<file path="config.mk">
export PLATFORM = sky130hd
export DESIGN_NAME = bba_engine
export DESIGN_NICKNAME = d
export VERILOG_FILES = /design/src/hw/rtl/bba_pkg.sv /design/src/hw/rtl/bba_engine.sv
export SDC_FILE = /design/constraint.sdc
export NUM_CORES = 1
export LEC_CHECK = 0
export BUFFER_PORTS_ARGS = -buffer_cell sky130_fd_sc_hd__buf_4
export CORE_MARGIN = 2
export CORE_UTILIZATION = 50
export DETAILED_ROUTE_END_ITERATION = 16
export PLACE_DENSITY = 0.69
export SLEW_MARGIN = 30
export SYNTH_ARGS = -nofsm -noshare
export SYNTH_HDL_FRONTEND = slang
export SYNTH_SLANG_ARGS = --single-unit
</file>
<file path="constraint.sdc">
create_clock -name clk -period 29 [get_ports clk]
set_input_delay 5.8 -clock clk [delete_from_list [all_inputs] [get_ports clk]]
set_output_delay 5.8 -clock clk [all_outputs]
set_load 0.005 [all_outputs]
</file>
<file path="src/hw/rtl/bba_pkg.sv">
package bba_pkg;

  // Field widths of the request and result channels
  localparam int CMD_W   = 2;
  localparam int START_W = 12;
  localparam int COUNT_W = 13;
  localparam int LIMIT_W = 13;
  localparam int INDEX_W = 12;

  // Bitmap geometry
  localparam int WORD_BITS      = 32;
  localparam int WORD_SHIFT     = 5;
  localparam int OFS_W          = WORD_SHIFT + 1;
  localparam int NUM_BLOCKS_DEF = 4096;

  // Command codes
  localparam logic [CMD_W-1:0] CMD_ALLOC = 2'd0;
  localparam logic [CMD_W-1:0] CMD_FREE  = 2'd1;
  localparam logic [CMD_W-1:0] CMD_MARK  = 2'd2;

  // Bit masks for the one-hot to position encoder
  localparam logic [WORD_BITS-1:0] ALL_ONES = 32'hFFFF_FFFF;
  localparam logic [WORD_BITS-1:0] MASK_16  = 32'hFFFF_0000;
  localparam logic [WORD_BITS-1:0] MASK_8   = 32'hFF00_FF00;
  localparam logic [WORD_BITS-1:0] MASK_4   = 32'hF0F0_F0F0;
  localparam logic [WORD_BITS-1:0] MASK_2   = 32'hCCCC_CCCC;
  localparam logic [WORD_BITS-1:0] MASK_1   = 32'hAAAA_AAAA;

  typedef struct packed {
    logic [CMD_W-1:0]   command;
    logic [START_W-1:0] start_block;
    logic [COUNT_W-1:0] block_count;
    logic [LIMIT_W-1:0] limit_block;
  } req_t;

  typedef struct packed {
    logic               success;
    logic [INDEX_W-1:0] alloc_block;
  } res_t;

  // Keep only the lowest set bit
  function automatic logic [WORD_BITS-1:0] lowest_one(input logic [WORD_BITS-1:0] v);
    return v & (~v + 32'd1);
  endfunction

  // Position of the single set bit
  function automatic logic [WORD_SHIFT-1:0] onehot_pos(input logic [WORD_BITS-1:0] v);
    return {|(v & MASK_16), |(v & MASK_8), |(v & MASK_4), |(v & MASK_2), |(v & MASK_1)};
  endfunction

  // Ones at bit positions lo up to hi-1
  function automatic logic [WORD_BITS-1:0] range_mask(input logic [OFS_W-1:0] lo,
                                                      input logic [OFS_W-1:0] hi);
    logic [WORD_BITS-1:0] m;
    for (int k = 0; k < WORD_BITS; k++) begin
      m[k] = (OFS_W'(k) >= lo) && (OFS_W'(k) < hi);
    end
    return m;
  endfunction

endpackage

</file>
<file path="src/hw/rtl/bba_engine.sv">
module bba_engine #(
  parameter int NUM_BLOCKS = bba_pkg::NUM_BLOCKS_DEF,
  localparam int WORDS = NUM_BLOCKS / bba_pkg::WORD_BITS,
  localparam int WA_W  = (WORDS > 1) ? $clog2(WORDS) : 1
) (
  input  logic                          clk,
  input  logic                          rst,
  input  logic                          req_valid,
  output logic                          req_ready,
  input  bba_pkg::req_t                 req,
  output logic                          res_valid,
  input  logic                          res_ready,
  output bba_pkg::res_t                 res,
  output logic                          mem_we,
  output logic [WA_W-1:0]               mem_waddr,
  output logic [bba_pkg::WORD_BITS-1:0] mem_wdata,
  output logic [WA_W-1:0]               mem_raddr,
  input  logic [bba_pkg::WORD_BITS-1:0] mem_rdata
);

  localparam int WS       = bba_pkg::WORD_SHIFT;
  localparam int OW       = bba_pkg::OFS_W;
  localparam int BLK_CLOG = $clog2(NUM_BLOCKS + 1);
  localparam int BW       = ((BLK_CLOG > bba_pkg::COUNT_W) ? BLK_CLOG : bba_pkg::COUNT_W) + 1;
  localparam int WW       = BW - WS;

  typedef enum logic [5:0] {
    S_CLR   = 6'b000001,
    S_IDLE  = 6'b000010,
    S_FIND  = 6'b000100,
    S_CHECK = 6'b001000,
    S_WRITE = 6'b010000,
    S_DONE  = 6'b100000
  } state_t;

  state_t        state, state_next;
  logic [BW-1:0] pos, pos_next;
  logic [BW-1:0] num, num_next;
  logic [BW-1:0] lim_end, lim_end_next;
  logic [BW-1:0] cand, cand_next;
  logic [BW-1:0] rng_first, rng_first_next;
  logic [BW-1:0] rng_last, rng_last_next;
  logic [WW-1:0] rw, rw_next;
  logic [WA_W-1:0] ssw, ssw_next;
  logic [WA_W-1:0] cw, cw_next;
  logic          have, have_next;
  logic          set_bits, set_bits_next;
  bba_pkg::res_t res_next;

  // Request decode
  logic [BW-1:0]   blk_first, blk_count, blk_limit, n_blk;
  logic [BW-1:0]   req_sum, req_last, req_end, ssw_blk;
  logic [WA_W-1:0] start_word;

  // Search datapath
  logic [WW-1:0]                 pos_w, pos_w_inc;
  logic [bba_pkg::WORD_BITS-1:0] find_v;
  logic                          find_full, find_over;
  logic [BW-1:0]                 find_idx, find_idx_p1;

  // Range walk datapath
  logic [BW-1:0]                 last_m1, win, win_sum;
  logic [WW-1:0]                 first_w, last_w, win_w, rw_inc, rd_word;
  logic [OW-1:0]                 seg_lo, seg_hi;
  logic                          seg_last;
  logic [bba_pkg::WORD_BITS-1:0] seg_mask, used;
  logic [WA_W-1:0]               win_ssw;

  assign blk_first  = BW'(req.start_block);
  assign blk_count  = BW'(req.block_count);
  assign blk_limit  = BW'(req.limit_block);
  assign n_blk      = BW'(NUM_BLOCKS);
  assign req_sum    = blk_first + blk_count;
  assign req_last   = (req_sum > n_blk) ? n_blk : req_sum;
  assign req_end    = (blk_limit > n_blk) ? n_blk : blk_limit;
  assign ssw_blk    = BW'({ssw, {WS{1'b0}}});
  assign start_word = (ssw_blk >= req_end) ? '0 : ssw;

  // Lowest free block at or above the scan point
  assign pos_w       = pos[BW-1:WS];
  assign pos_w_inc   = pos_w + WW'(1);
  assign find_v      = mem_rdata | bba_pkg::range_mask(OW'(0), OW'(pos[WS-1:0]));
  assign find_full   = (find_v == bba_pkg::ALL_ONES);
  assign find_idx    = {pos_w, bba_pkg::onehot_pos(bba_pkg::lowest_one(~find_v))};
  assign find_idx_p1 = find_idx + BW'(1);
  assign find_over   = (find_idx + num) > lim_end;

  // Bits of the current word that fall inside the range
  assign first_w  = rng_first[BW-1:WS];
  assign last_m1  = rng_last - BW'(1);
  assign last_w   = last_m1[BW-1:WS];
  assign seg_last = (rw == last_w);
  assign seg_lo   = (rw == first_w) ? OW'(rng_first[WS-1:0]) : '0;
  assign seg_hi   = seg_last ? (OW'(last_m1[WS-1:0]) + OW'(1)) : OW'(bba_pkg::WORD_BITS);
  assign seg_mask = bba_pkg::range_mask(seg_lo, seg_hi);
  assign used     = mem_rdata & seg_mask;
  assign rw_inc   = rw + WW'(1);

  // Run that was found: fresh from the search or held from the check
  assign win     = (state == S_FIND) ? find_idx : cand;
  assign win_sum = win + num;
  assign win_w   = win[BW-1:WS];
  assign win_ssw = (have && (cw != '0)) ? cw : win_w[WA_W-1:0];

  assign req_ready = (state == S_IDLE);
  assign res_valid = (state == S_DONE);
  assign mem_waddr = rw[WA_W-1:0];
  assign mem_raddr = rd_word[WA_W-1:0];

  always_comb begin
    state_next     = state;
    pos_next       = pos;
    num_next       = num;
    lim_end_next   = lim_end;
    cand_next      = cand;
    rng_first_next = rng_first;
    rng_last_next  = rng_last;
    rw_next        = rw;
    ssw_next       = ssw;
    cw_next        = cw;
    have_next      = have;
    set_bits_next  = set_bits;
    res_next       = res;
    rd_word        = rw;
    mem_we         = 1'b0;
    mem_wdata      = set_bits ? (mem_rdata | seg_mask) : (mem_rdata & ~seg_mask);

    case (state)
      // Sweep zeros through the bitmap after reset
      S_CLR: begin
        mem_we    = 1'b1;
        mem_wdata = '0;
        if (rw == WW'(WORDS - 1)) begin
          rw_next    = '0;
          state_next = S_IDLE;
        end else begin
          rw_next = rw_inc;
        end
      end

      // Take a request and issue the first read
      S_IDLE: begin
        if (req_valid) begin
          res_next = '0;
          case (req.command)
            bba_pkg::CMD_ALLOC: begin
              if (blk_count == '0) begin
                state_next = S_DONE;
              end else begin
                ssw_next     = start_word;
                pos_next     = BW'({start_word, {WS{1'b0}}});
                rd_word      = WW'(start_word);
                have_next    = 1'b0;
                cw_next      = '0;
                num_next     = blk_count;
                lim_end_next = req_end;
                state_next   = S_FIND;
              end
            end
            bba_pkg::CMD_FREE, bba_pkg::CMD_MARK: begin
              res_next.success = 1'b1;
              set_bits_next    = (req.command == bba_pkg::CMD_MARK);
              if (blk_first >= req_last) begin
                state_next = S_DONE;
              end else begin
                rng_first_next = blk_first;
                rng_last_next  = req_last;
                rw_next        = blk_first[BW-1:WS];
                rd_word        = blk_first[BW-1:WS];
                state_next     = S_WRITE;
              end
            end
            default: begin
              state_next = S_DONE;
            end
          endcase
        end
      end

      // Find the next free block; advance a word when this one is full
      S_FIND: begin
        if (find_full) begin
          if (pos_w_inc == WW'(WORDS)) begin
            ssw_next   = (have && (cw != '0)) ? cw : '0;
            state_next = S_DONE;
          end else begin
            pos_next = {pos_w_inc, {WS{1'b0}}};
            rd_word  = pos_w_inc;
          end
        end else if (find_over) begin
          state_next = S_DONE;
        end else if (num == BW'(1)) begin
          ssw_next             = win_ssw;
          res_next.success     = 1'b1;
          res_next.alloc_block = win[bba_pkg::INDEX_W-1:0];
          rng_first_next       = win;
          rng_last_next        = win_sum;
          rw_next              = win_w;
          rd_word              = win_w;
          set_bits_next        = 1'b1;
          state_next           = S_WRITE;
        end else begin
          cand_next      = find_idx;
          rng_first_next = find_idx_p1;
          rng_last_next  = find_idx + num;
          rw_next        = find_idx_p1[BW-1:WS];
          rd_word        = find_idx_p1[BW-1:WS];
          state_next     = S_CHECK;
        end
      end

      // Check the rest of the run word by word; resume at the first used block
      S_CHECK: begin
        if (used != '0) begin
          if (!have) begin
            have_next = 1'b1;
            cw_next   = rw[WA_W-1:0];
          end
          pos_next   = {rw, bba_pkg::onehot_pos(bba_pkg::lowest_one(used))};
          rd_word    = rw;
          state_next = S_FIND;
        end else if (seg_last) begin
          ssw_next             = win_ssw;
          res_next.success     = 1'b1;
          res_next.alloc_block = win[bba_pkg::INDEX_W-1:0];
          rng_first_next       = win;
          rng_last_next        = win_sum;
          rw_next              = win_w;
          rd_word              = win_w;
          set_bits_next        = 1'b1;
          state_next           = S_WRITE;
        end else begin
          rw_next = rw_inc;
          rd_word = rw_inc;
        end
      end

      // Read, modify and write back one word per cycle
      S_WRITE: begin
        mem_we = 1'b1;
        if (seg_last) begin
          state_next = S_DONE;
        end else begin
          rw_next = rw_inc;
          rd_word = rw_inc;
        end
      end

      // Hold the result until the output register takes it
      S_DONE: begin
        if (res_ready) begin
          state_next = S_IDLE;
        end
      end

      default: begin
        state_next = S_IDLE;
      end
    endcase
  end

  always_ff @(posedge clk) begin
    if (rst) begin
      state <= S_CLR;
      rw    <= '0;
      ssw   <= '0;
    end else begin
      state <= state_next;
      rw    <= rw_next;
      ssw   <= ssw_next;
    end
    pos       <= pos_next;
    num       <= num_next;
    lim_end   <= lim_end_next;
    cand      <= cand_next;
    rng_first <= rng_first_next;
    rng_last  <= rng_last_next;
    cw        <= cw_next;
    have      <= have_next;
    set_bits  <= set_bits_next;
    res       <= res_next;
  end

  // Reset always restarts the clearing sweep
  a_reset_clears: assert property (@(posedge clk) rst |=> state == S_CLR)
    else $error("clearing sweep not started after reset");

  // The scan point never leaves the bitmap
  a_find_in_range: assert property (@(posedge clk) disable iff (rst)
    state == S_FIND |-> pos[BW-1:WS] < WW'(WORDS))
    else $error("scan point past the last word");

  // A run under check always ends at or below the limit
  a_check_in_limit: assert property (@(posedge clk) disable iff (rst)
    state == S_CHECK |-> ({1'b0, cand} + {1'b0, num}) <= {1'b0, lim_end})
    else $error("run under check passes the limit");

  // The check starts just after the candidate block
  a_check_follows_cand: assert property (@(posedge clk) disable iff (rst)
    state == S_CHECK |-> rng_first == cand + BW'(1))
    else $error("check range detached from candidate");

  // Writes stay within the words of the range
  a_write_in_range: assert property (@(posedge clk) disable iff (rst)
    state == S_WRITE |-> (rw >= first_w) && (rw <= last_w))
    else $error("write outside the range");

endmodule

</file>
; ---- Word level (Yosys, flattened, before mapping)
; Cells that the tools add are included.
[word_totals]
regBits = 127
[op_classes]
n_eq_ne = 35
order_cmp = 100
add_sub_neg = 10
n_bitwise = 14
reduce_logical = 63
muxes = 104
[ops]
columns = op, n
row1 = 2-to-1 mux 14 bit, 24
row2 = OR reduction 16 bit, 10
row3 = 2-to-1 mux 7 bit, 21
row4 = bitwise AND 32 bit, 4
row5 = NOT 32 bit, 4
row6 = case mux 14 bit (3 select lines), 3
row7 = less-than comparator 5 x 6 -> 1 bit (first input constant), 16
row8 = 2-to-1 mux 13 bit, 7
row9 = 2-to-1 mux 9 bit, 10
row10 = >= comparator 5 bit (first input constant), 16
row11 = less-than comparator 5 bit (first input constant), 15
row12 = 2-to-1 mux 6 bit, 12
row13 = adder 32 x 1 -> 32 bit (second input constant), 2
row14 = 2-to-1 mux 32 bit, 2
row15 = less-than comparator 4 x 6 -> 1 bit (first input constant), 8
row16 = case mux 9 bit (5 select lines), 1
row17 = >= comparator 4 x 5 -> 1 bit (first input constant), 8
row18 = less-than comparator 4 x 5 -> 1 bit (first input constant), 8
row19 = case mux 13 bit (3 select lines), 1
row20 = case mux 6 bit (6 select lines), 1
row21 = logical AND 1 bit, 33
row22 = equality test 32 bit (second input constant), 1
row23 = OR 32 x 31 -> 32 bit, 1
row24 = OR 32 bit, 1
row25 = other kinds (59), 117

; ---- Logic depth before layout (Yosys ltp)
[depth]
ltp_word = 13
mapped_depth = 37

; ---- Worst setup path before layout
; OpenSTA, ideal clock, no wires.
[synth_path]
path_kind = input to output
startpoint = input mem_rdata[18] (netlist name)
endpoint = output mem_raddr[1]
t_required_ns = 23.200
n_path_buf = 1
path_stages = 33
t_arrival_ns = 11.817
slack_ns = 11.383
path_cell_list = a2111o_1 > a21oi_1 > nor3_1 > a311oi_1 > nor2_1 > nor2_1 > o22a_1 > nor2_1 > a2111oi_0 > inv_1 > ha_1 > fa_1 > a21oi_1 > nor2_1 > nor2_1 > o21bai_1 > a21oi_1 > o21bai_1 > a21oi_1 > xnor2_1 > ha_1 > a21o_1 > a21o_1 > a21o_1 > a221o_1 > a21oi_1 > a21oi_1 > or2_2 > clkbuf_1 > a21oi_1 > o21ai_0 > o221a_2 > a22oi_1
[synth_between]
elab_chain_len = 11
word_cells_on_any_way = 21
cone_classes = add/sub: 3 / order compare: 1 / eq/ne: 1 / mux: 5 / bitwise: 5 / reduce/logical: 6
[synth_lines]
columns = item, line
row1 = from (decl), bba_engine.sv:18  ; input logic [bba_pkg::WORD_BITS-1:0] mem_rdata
row2 = OR 32 x 31 -> 32 bit *, bba_engine.sv:82  ; assign find_v = mem_rdata | bba_pkg::range_mask(OW'(0), OW'(pos[WS-1:0]));
row3 = NOT 32 bit *, bba_engine.sv:84  ; assign find_idx = {pos_w, bba_pkg::onehot_pos(bba_pkg::lowest_one(~find_v))};
row4 = NOT 32 bit *, bba_pkg.sv:43  ; return v & (~v + 32'd1);
row5 = adder 32 x 1 -> 32 bit *, bba_pkg.sv:43
row6 = bitwise AND 32 bit *, bba_pkg.sv:43
row7 = OR reduction 16 bit *, bba_pkg.sv:48  ; return {|(v & MASK_16), |(v & MASK_8), |(v & MASK_4), |(v & MASK_2), |(v & MASK_1)};
row8 = net find_idx[0], bba_engine.sv:59  ; logic [BW-1:0] find_idx, find_idx_p1;
row9 = adder 14 x 13 -> 14 bit or adder 14 x 1 -> 14 bit (tied branches), "bba_engine.sv:86, bba_engine.sv:85"
row10 = > comparator 14 bit or 2-to-1 mux 9 bit (tied branches), --
row11 = 2-to-1 mux 9 bit *, bba_engine.sv:190  ; end else if (find_over) begin
row12 = 2-to-1 mux 7 bit *, bba_engine.sv:182  ; if (find_full) begin
row13 = case mux 7 bit (4 select lines) *, bba_engine.sv:128  ; case (state)
row14 = to (decl), bba_engine.sv:17  ; output logic [WA_W-1:0] mem_raddr,
; The timed path passes the listed nets; every way through them passes the cells marked *.

; ---- Final worst setup path
[layout_path]
startpoint = input mem_rdata[18] (netlist name)
endpoint = output mem_raddr[3]
; Same word-level chain as after synthesis.

==> results.tsv <==
stage	metric	value	unit
timing	Rel. slew slack	32.5	%
clocking	CTS tree	yes	
logic_synthesis	largest family of logic cells by synthesized area	compound AO/OA/AOI/OAI gates	
worst_setup_path	Critical Path Slowest Stage Cell	a2111oi_0	
logic_synthesis	adder-cell share of the synthesized area	7.63	%
clocking	CTS Root Cell	clkbuf_16	
route	via count normalized by instance count	6.69	
route	DRT Wirelength	52.3	mm
clocking	CTS resizes	0	
worst_setup_path	crit path DAT	12.94	ns
route	WL met3	4.90	mm
route	Detail Route met2 WL	23.1	mm
route	max layer used	met4	
cells_and_area	Final Core Density	57.8	%
power	worst vdd ir	31.2	uV
timing	Fin. Hold Viols	0	
grt	Global Route Usage Sum	36.7	%
cells_and_area	Antenna Cells	0	
logic_synthesis	cell taking the most area after synthesis	edfxtp_1	
logic_synthesis	FF+latch count, synth	126	
cells_and_area	Finished Layout Cells	2094	
floorplan	row cnt	59	
timing	Fin Clk Skew	0.0202	ns
logic_synthesis	multiplexer area fraction after synthesis	4.38	%
floorplan	core area	0.0261	mm2
placed_design	DP Wirelength	40.4	mm
timing	crit share post-route	64.6	%
clocking	total clock sinks	126	
clocking	Post-CTS Hold Buffers	0	
worst_hold_path	worst hold start	ssw[5]	
placed_design	Port Buffers	137	
cells_and_area	# fillers	2485	
logic_synthesis	top cell type's share of synthesized area	23.6	%
logic_synthesis	most used flip-flop cell after synthesis	edfxtp_1	
worst_setup_path	largest fanout on the critical path	12	
power	PwrDens	38.8	mW/mm2
worst_hold_path	HP Class	register to register	
worst_setup_path	CP endpoint kind	output port	
logic_synthesis	Cell Area, Synth	0.0133	mm2
logic_synthesis	sequential share of the synthesized area	26.9	%
logic_synthesis	simple-gate share of the synthesized area	22.6	%
clocking	# H-tree levels	4	
clocking	Post-CTS Repair Setup Buffers	0	
route	Metal-1 WL	21.1	mm
logic_synthesis	Post-Synth XOR/XNOR Area	5.82	%
logic_synthesis	post-synthesis compound-gate area fraction	26.3	%
cells_and_area	NumNets Final	1901	
grt	total gr overflow	0	
timing	Worst-Margin Slew	1.01	ns
timing	Max Fclk	53.4	MHz
route	drt pass-1 iters	7	
logic_synthesis	Synth async-reset ratio	0	%
grt	antenna violations before repair	0	
cells_and_area	Multi-input gate area	0.00891	mm2
power	Final Total Pwr	0.000584	W
floorplan	IO Count	138	
grt	largest net degree at the start of global routing	37	
clocking	CTS clock-pin slew for the worst setup and hold paths	0.06	ns
logic_synthesis	cells after synthesis	1678	
placed_design	GPL Wtd Cong	0.976	
worst_hold_path	hold path endpoint	ssw[5]	
placed_design	placed cells	2062	
logic_synthesis	EDFF count, synth	104	
logic_synthesis	Area contributors post-synth	edfxtp_1, ha_1, nor2_1	
floorplan	Die Y	167	um
floorplan	die area	0.0278	mm2
timing	Max Slew Vio Count	0	
clocking	clock latency on the worst-skew pair	0.43	ns
route	via count	14013	
grt	first-pass GRT wire length	79.0	mm
worst_setup_path	r2r setup slk	20.59	ns
worst_setup_path	Crit path largest cell delay	0.62	ns
outcome	status	finished clean	
worst_setup_path	crit start category	primary input	
timing	final setup fails	0	
placed_design	Setup WS pre-CTS	10.48	ns
route	DRC Markers	0	
route	antenna violation net count after detailed routing	0	
route	WL per Instance	25.0	um
clocking	CTS Buffer Depth	2	
floorplan	initial core utilization	50.9	%
cells_and_area	layout cell share with drive strength beyond 1	14.8	%
timing	final worst slack	10.26	ns
logic_synthesis	Mapped Avg Cell Area	7.90	um2
run	max_cap viols	0	
worst_setup_path	Worst Path Required	23.20	ns
worst_hold_path	worst hold path cell count	2	
worst_setup_path	FF-to-FF path depth	31	
timing	unrepaired setup endpoints after global routing	no	
floorplan	die extent in x	167	um
worst_setup_path	worst r2r src	pos[4]	
grt	vias in the first global route	12979	
logic_synthesis	YS warnings	0	
route	DR iter-0 viols	1592	
cells_and_area	FF+latch area	0.00356	mm2
cells_and_area	Layout area overhead	13.6	%
power	LEAKAGE	6.14	nW
timing	minimum clock period	18.74	ns
logic_synthesis	library cells used by synthesis	94	
worst_setup_path	FF-to-FF End	res[0]	
worst_setup_path	Setup CP Type	primary input to output port	
logic_synthesis	Post-Syn Nets	1833	
clocking	Num CTS Buffers	17	
timing	TNS Setup	0	ns
-- cell usage in the layout (no fill, tap or decap), drive strengths merged, types with 21 or more instances in the layout --
| master | count |
|---|---|
| o22ai | 26 |
| inv | 96 |
| xor2 | 39 |
| o211ai | 21 |
| a21oi | 138 |
| edfxtp | 104 |
| nand2 | 124 |
| buf | 162 |
| clkbuf | 21 |
| nor2 | 201 |
| dfxtp | 22 |
| mux2i | 49 |
| nor3 | 54 |
| nor2b | 21 |
| a22oi | 31 |
| xnor2 | 49 |
| ha | 76 |
| o21ai | 95 |
| nand3 | 46 |
| nand2b | 23 |
-- flip-flops by register name (all words and copies together), names as in the netlist --
signal	count
lim_end	13
num	13
state	6
res	13
set_bits	1
cand	14
ssw	7
rw	9
cw	7
rng_first	14
pos	14
have	1
rng_last	14
-- how the worst max path moves through the flow --
stage,start,endpoint,slack [ns],depth (start not counted)
3_3_place_gp,mem_rdata[18],mem_raddr[3],10.57,36
2_1_floorplan,mem_rdata[18],mem_raddr[1],11.38,33
6_report,mem_rdata[18],mem_raddr[3],10.26,36
5_1_grt,mem_rdata[18],mem_raddr[3],9.86,36
3_5_place_dp,mem_rdata[18],mem_raddr[3],10.48,36
4_1_cts,mem_rdata[18],mem_raddr[3],10.46,36
-- per-stage QoR --
stage	hold slack (ns)	cell area, um2
after floorplan	0.424	13300
final	0.556	15100
after global routing	0.577	15100
after global placement	0.528	14400
after detailed placement	0.538	14500
after CTS	0.547	15000
-- metal layers --
metal | vias up | track usage [%]
met5 | - | 0
met3 | 168 | 5.16
met4 | 0 | 20.1
met2 | 913 | 57.8
li1 | 6350 | -
met1 | 6582 | 48.9
-- Yosys cell counts, types with 6 or more instances --
library cell,number
nor3b_1,6
nand4_1,16
xor2_1,39
o22ai_1,26
nor4_1,20
and3_1,13
buf_1,8
a31o_2,7
nand3b_1,11
dfxtp_1,22
o211ai_1,21
a211o_1,7
nor3_1,51
clkbuf_1,87
edfxtp_1,104
o21a_1,14
a211oi_1,16
or2_2,15
nand2b_1,23
mux2_2,8
nand2_1,124
o21ai_0,93
a31oi_1,12
a21o_1,19
inv_1,92
nor2_1,201
mux2i_1,49
o31ai_1,14
a221o_1,12
nor2b_1,21
or3_1,10
buf_4,7
buf_2,6
nand3_1,43
xnor2_1,49
a22oi_1,31
o21bai_1,18
and2_1,17
ha_1,76
a21oi_1,136
o221ai_1,15
-- layout make-up --
type	instances	share of cell area (%)
inverters	93	2.32
well taps	335	2.78
repair buffers	162	8.08
flip-flops and latches	126	23.7
multi-input cells	1346	59.2
clock buffers	21	3.06
clock inverters	11	0.873
-- cell families after synthesis --
family                     count (synthesis)
muxes                                     57
DFF                                      126
and+or+nand+nor                          605
buffers and inverters                    206
xor gates and xnor gates                  88
AOI/OAI and AO/OA                        517
adders and majority gates                 79
-- critical path, delay by kind of cell --
family	cells	cell delay, ns
AOI/OAI and AO/OA	17	3.87
and+or+nand+nor	10	1.32
adders and majority gates	3	0.93
buffers and inverters	5	0.82
xor gates and xnor gates	1	0.20
-- power by group --
| group | internal [W] | switching, W | total, W |
|---|---|---|---|
| sequential | 0.000199 | 0.00000803 | 0.000207 |
| combinational | 0.0000631 | 0.0000908 | 0.000154 |
| clock | 0.000132 | 0.0000911 | 0.000223 |
Note: power is estimated with default switching activity, not from simulation.
